$ cat src/hw/rtl/bbc_pkg.sv
// shared types and constants of the buffer cache tag controller
package bbc_pkg;

	localparam int SLOTS = 32;
	localparam int SLOT_W = $clog2(SLOTS);
	localparam int DEV_W = 8;
	localparam int BLK_W = 24;
	localparam int CNT_W = 8;
	localparam logic [CNT_W-1:0] COUNT_MAX = 8'd255;

	// request codes
	typedef enum logic [1:0] {
		ACT_GET     = 2'd0,
		ACT_RELEASE = 2'd1,
		ACT_DIRTY   = 2'd2,
		ACT_CLEAN   = 2'd3
	} act_t;

	// result status codes
	localparam logic [1:0] STAT_OK       = 2'd0;
	localparam logic [1:0] STAT_NO_FREE  = 2'd1;
	localparam logic [1:0] STAT_NOT_HELD = 2'd2;

	// controller states
	typedef enum logic [1:0] {
		S_IDLE,
		S_CMP,
		S_PICK,
		S_UPD
	} state_t;

	// commands from controller to datapath
	typedef struct packed {
		logic capture;
		logic compare;
		logic pick;
		logic update;
	} cmd_t;

endpackage

$ cat src/hw/rtl/bbc_ctrl.sv
// controller state machine: sequences one request through compare, pick and update
module bbc_ctrl
	import bbc_pkg::*;
(
	input  logic clk,
	input  logic arst_n,
	input  logic in_valid,
	output logic in_ready,
	output logic out_valid,
	input  logic out_ready,
	output cmd_t cmd
);

	state_t state_q, state_d;
	logic out_valid_q, out_valid_d;

	// state and output-valid registers
	always_ff @(posedge clk or negedge arst_n) begin
		if (!arst_n) begin
			state_q <= S_IDLE;
			out_valid_q <= 1'b0;
		end else begin
			state_q <= state_d;
			out_valid_q <= out_valid_d;
		end
	end

	// next state and commands
	always_comb begin
		state_d = state_q;
		cmd = '0;
		in_ready = 1'b0;
		out_valid_d = out_valid_q;
		if (out_valid_q && out_ready) begin
			out_valid_d = 1'b0;
		end
		unique case (state_q)
			S_IDLE: begin
				in_ready = 1'b1;
				if (in_valid) begin
					cmd.capture = 1'b1;
					state_d = S_CMP;
				end
			end
			S_CMP: begin
				cmd.compare = 1'b1;
				state_d = S_PICK;
			end
			S_PICK: begin
				cmd.pick = 1'b1;
				state_d = S_UPD;
			end
			S_UPD: begin
				// commit only when the output register is free
				if (!out_valid_q || out_ready) begin
					cmd.update = 1'b1;
					out_valid_d = 1'b1;
					state_d = S_IDLE;
				end
			end
			default: begin
				state_d = S_IDLE;
			end
		endcase
	end

	assign out_valid = out_valid_q;

endmodule

$ cat config.mk
export PLATFORM = sky130hd
export DESIGN_NAME = bbc_ctrl
export DESIGN_NICKNAME = d
export VERILOG_FILES = /design/src/hw/rtl/bbc_pkg.sv /design/src/hw/rtl/bbc_ctrl.sv
export SDC_FILE = /design/constraint.sdc
export NUM_CORES = 1
export LEC_CHECK = 0
export ABC_AREA = 0
export BUFFER_PORTS_ARGS = -buffer_cell sky130_fd_sc_hd__buf_2
export CAP_MARGIN = 5
export CORE_AREA = 8 8 45 47
export CTS_CLUSTER_SIZE = 10
export DETAILED_ROUTE_END_ITERATION = 8
export DIE_AREA = 0 0 53 55
export GPL_TIMING_DRIVEN = 0
export HOLD_SLACK_MARGIN = 0.06
export SYNTH_ARGS = -nofsm -noshare
export SYNTH_HDL_FRONTEND = slang
export SYNTH_SLANG_ARGS = --single-unit
$ cat constraint.sdc
create_clock -name clk -period 1.6 [get_ports clk]
set_input_delay 0.24 -clock clk [delete_from_list [all_inputs] [get_ports clk]]
set_output_delay 0.24 -clock clk [all_outputs]
set_load 0.03 [all_outputs]
### Word level (Yosys, flattened, before mapping)

Cells that the tools add are included.

* bits in registers: 3
* input bits: 4
* output and inout port bits: 6
* word-level logic and storage cells: 25

* equality and inequality tests: 5
* multiplexer cells: 13
* reduce and logical (&&, ||, !) cells: 5

Operators by type and width (number)
* 1-bit two-way mux: 10
* 2-bit one-hot mux with 4 select lines: 1
* 2-bit == test, second input constant: 2
* 2-bit two-way mux: 2
* 2-bit != test, second input constant: 2
* 2-bit by 1-bit == test with 1-bit output, second input constant: 1
* 2-bit zero test: 1
* 2-bit AND reduction: 1
* 1-bit logical AND: 1
* 1-bit zero test: 1
* 1-bit logical OR: 1

### Longest topological paths before layout

* word-level depth: 4
* depth in mapped cells: 4
* gate-level depth less buffers: 4

### Worst setup path after synthesis

OpenSTA, ideal clock, no wires.

* path kind: reg2out
* start point: register state_q[0]
* end point: output port cmd[3] (netlist bit)
* arrival time: 1.208 ns
* data required time: 1.360 ns
* path slack: 0.152 ns
* cell stages (with the launch flop): 4
* buffers on the path: 0
* cell sequence: dfrtp_1 > inv_1 > ha_1 > and2_1

RTL lines
* start, declared: RTL line bbc_ctrl.sv:14 `state_t state_q, state_d;`
* start signal, assigned: RTL line bbc_ctrl.sv:23 `state_q <= state_d;`
* end, declared: RTL line bbc_ctrl.sv:11 `output cmd_t cmd`

==> reports/qor.txt <==
DRC errors left -> 0
post-synthesis average cell area -> 11.40 um^2
share of synthesized flip-flops with an asynchronous set or reset -> 1.000
slew at the pin with the worst max-slew slack -> 0.1580 ns
RSZ-0062 raised after global routing -> false
Reg2Reg Capture Point -> state_q[1]$_DFFE_PN0P_
Clock Tree Buf Depth -> 2
Final HPWL DP -> 370.6 um
Slew headroom -> 0.8954
final slew viol count -> 0
worst-path cell with the longest stage delay -> dfrtp_1
initial antenna violation count -> 0
area overhead of the layout relative to synthesis -> 50.61%
Fillers -> 159
hold slack -> 0.2966 ns
final setup violating endpoints -> 0
Clk Latency, worst-skew pair -> 0.23 ns
Power Dens Cells -> 2347 mW/mm^2
most numerous cell in the Yosys netlist -> ha_1
number of input and output port buffers inserted -> 9
detailed-route via count -> 165
leakage component of the power -> 0.1738 nW
x dimension of the die -> 53 um
critical path data required time -> 1.36 ns
list of most frequent post-synthesis cells -> 4 x ha_1, 3 x dfrtp_1, 3 x inv_1
top flip-flop cell by instance count after synthesis -> dfrtp_1
Setup Skew -> 0.003669 ns
DR pass1 iterations -> 1
post-synth top area share -> 0.3659
post-synthesis instance area -> 205.2 um^2
largest voltage drop on the vdd net -> 0.0003744 V
Synth Register Bits -> 3
setup total negative slack -> 0 ns
register area -> 75.07 um^2
Seq/Total Area, Yosys -> 0.3659
largest net degree at the start of global routing -> 5
Clock Root Buffer -> clkbuf_4
CP Capture Type -> output port
final hold violation count -> 0
max incr delay on CP -> 0.40 ns
critical path, cell by cell -> inv_1 > ha_2 > and2_1 > buf_2
post-route ant nets -> 0
Overflow after GRT -> 0
gate count after technology mapping -> 18
worst reg-to-reg path cell count -> 4
layout cell share with drive strength beyond 1 -> 0.5000
top routing layer in use -> met4
CTS tree -> yes
Min-Delay Path Class -> in -> reg
worst hold start -> out_ready
Placed Cells incl. Taps -> 43
routed wire length -> 459 um
launching point of the worst reg2reg path -> state_q[0]$_DFFE_PN0P_
number of global-route vias before repair -> 186
worst hold endpoint -> out_valid$_DFF_PN0_
I/O Pins -> 10
post-CTS setup repair buffer count -> 0
metal2 WL -> 251 um
Distinct cells, synth -> 9
die outline height -> 55 um
number of rows in the core area -> 14
core box area -> 0.001384 mm^2
placer's final routability congestion estimate -> 0.6565
first-pass GRT wire length -> 745 um
maximum fanout along the worst path -> 4
achievable clock frequency -> 670.5 MHz
die footprint -> 0.002915 mm^2
CTS buffer count -> 3
clock-pin slew on the worst setup and hold paths -> 0.04 ns
global routing usage summed across all routing layers -> 0.04050
Final Critical Period -> 1.491 ns
number of vias per cell after detailed routing -> 3.438
Max-cap violations -> 0
CTS H-tree lvls -> 1
Hold Crit Depth -> 3
status -> finished, final reports clean
post-route met1 wirelength -> 148 um
multi-input combinational cell area -> 121.4 um^2
sort of element at the start of the critical path -> flip-flop
critical path start-end classification -> reg -> out
effective utilization at floorplan -> 0.1483
Mapped Nets -> 26
number of synthesized flops with an enable pin -> 0
average wire per standard cell -> 9.563 um
detailed-routed wire length on met3 -> 55 um
initial DRC count -> 0
clock sinks -> 3
data arrival time at the worst-slack endpoint -> 1.25 ns
final-stage net count -> 41
Synth area leader -> dfrtp_1
post-route insts no fill -> 48
Inserted Diodes -> 0
Yosys warnings -> 0
setup slack on the worst flop-to-flop path -> 0.18 ns
dominant cells by area after synthesis -> dfrtp_1 37%, ha_1 24%, mux2_4 7.3%
final period utilization -> 0.9322
-- through the flow --
stage | total power [mW] | instance area [um^2] | utilization | worst slack, ns
after floorplan | 0.4932 | 205.2 | - | 0.1524
after global placement | 0.5887 | 270.3 | 0.1953 | 0.1918
after detailed placement | 0.5921 | 270.3 | 0.1953 | 0.1845
after CTS | 0.7397 | 306.5 | 0.2215 | 0.07221
after global routing | 0.7910 | 309.0 | 0.2233 | 0.02380
final | 0.7252 | 309.0 | 0.2233 | 0.1085
-- state kept, by name (all words and copies together) (netlist names) --
| signal | flops |
|---|---|
| state_q | 2 |
| out_valid | 1 |
-- critical path: cells and delay by family, from the launching register on --
family	cells	cell delay (ns)
DFF	1	0.40
adders and majority gates	1	0.21
and+or+nand+nor	1	0.12
buffers and inverters	2	0.29
-- cell type report --
type	instances	area share
Multi-Input combinational cell	12	0.3927
Sequential cell	3	0.2429
Clock buffer	4	0.08502
Timing Repair Buffer	10	0.1781
Inverter	3	0.03644
Tap cell	16	0.06478
-- report_power, final --
group	total [mW]	switching (mW)	internal [mW]
Combinational	0.436	0.260	0.175
Clock	0.137	0.0431	0.0937
Sequential	0.153	0.0349	0.118
Total	0.725	0.338	0.387
-- cells in the final DEF (no fill, tap or decap) --
cell type      netlist  final
a21oi_2              1      1
ha_2                 0      1
clkbuf_4             0      3
mux2_4               1      1
o32a_2               1      1
clkbuf_1             0      1
ha_1                 4      3
nand2b_1             2      2
and2_1               2      2
dfrtp_1              3      3
buf_2                0      9
inv_1                3      3
dlygate4sd3_1        0      1
and3b_1              1      1
-- routing by layer --
layer	vias up	global-route usage
met5	-	0
li1	86	-
met4	0	0.06466
met1	73	0.02595
met3	2	0.02674
met2	4	0.06250
-- repair_timing --
action | in CTS | in global routing
resized for setup | 0 | 1
endpoints found under the hold margin | 3 | 0
setup endpoints to repair | 0 | 1
hold buffers | 1 | 0
-- worst max path at each step --
stage,end,depth (start not counted),slack [ns],from
3_3_place_gp,state_q[1]$_DFFE_PN0P_,4,0.19,state_q[0]$_DFFE_PN0P_
5_1_grt,cmd[3],4,0.02,state_q[0]$_DFFE_PN0P_
2_1_floorplan,cmd[3],3,0.15,state_q[0]$_DFFE_PN0P_
3_5_place_dp,state_q[1]$_DFFE_PN0P_,4,0.18,state_q[0]$_DFFE_PN0P_
4_1_cts,cmd[3],4,0.07,state_q[0]$_DFFE_PN0P_
6_report,cmd[3],4,0.11,state_q[0]$_DFFE_PN0P_
-- kinds of logic after synthesis --
kind of cell / share of synthesized area
multiplexers: 0.07315
flip-flops: 0.3658
AND/OR/NAND/NOR: 0.1646
adder cells (fa/ha/maj): 0.2439
buffers and inverters: 0.05487
AO/OA/AOI/OAI: 0.09756
Power figures use the tool's default switching activity.
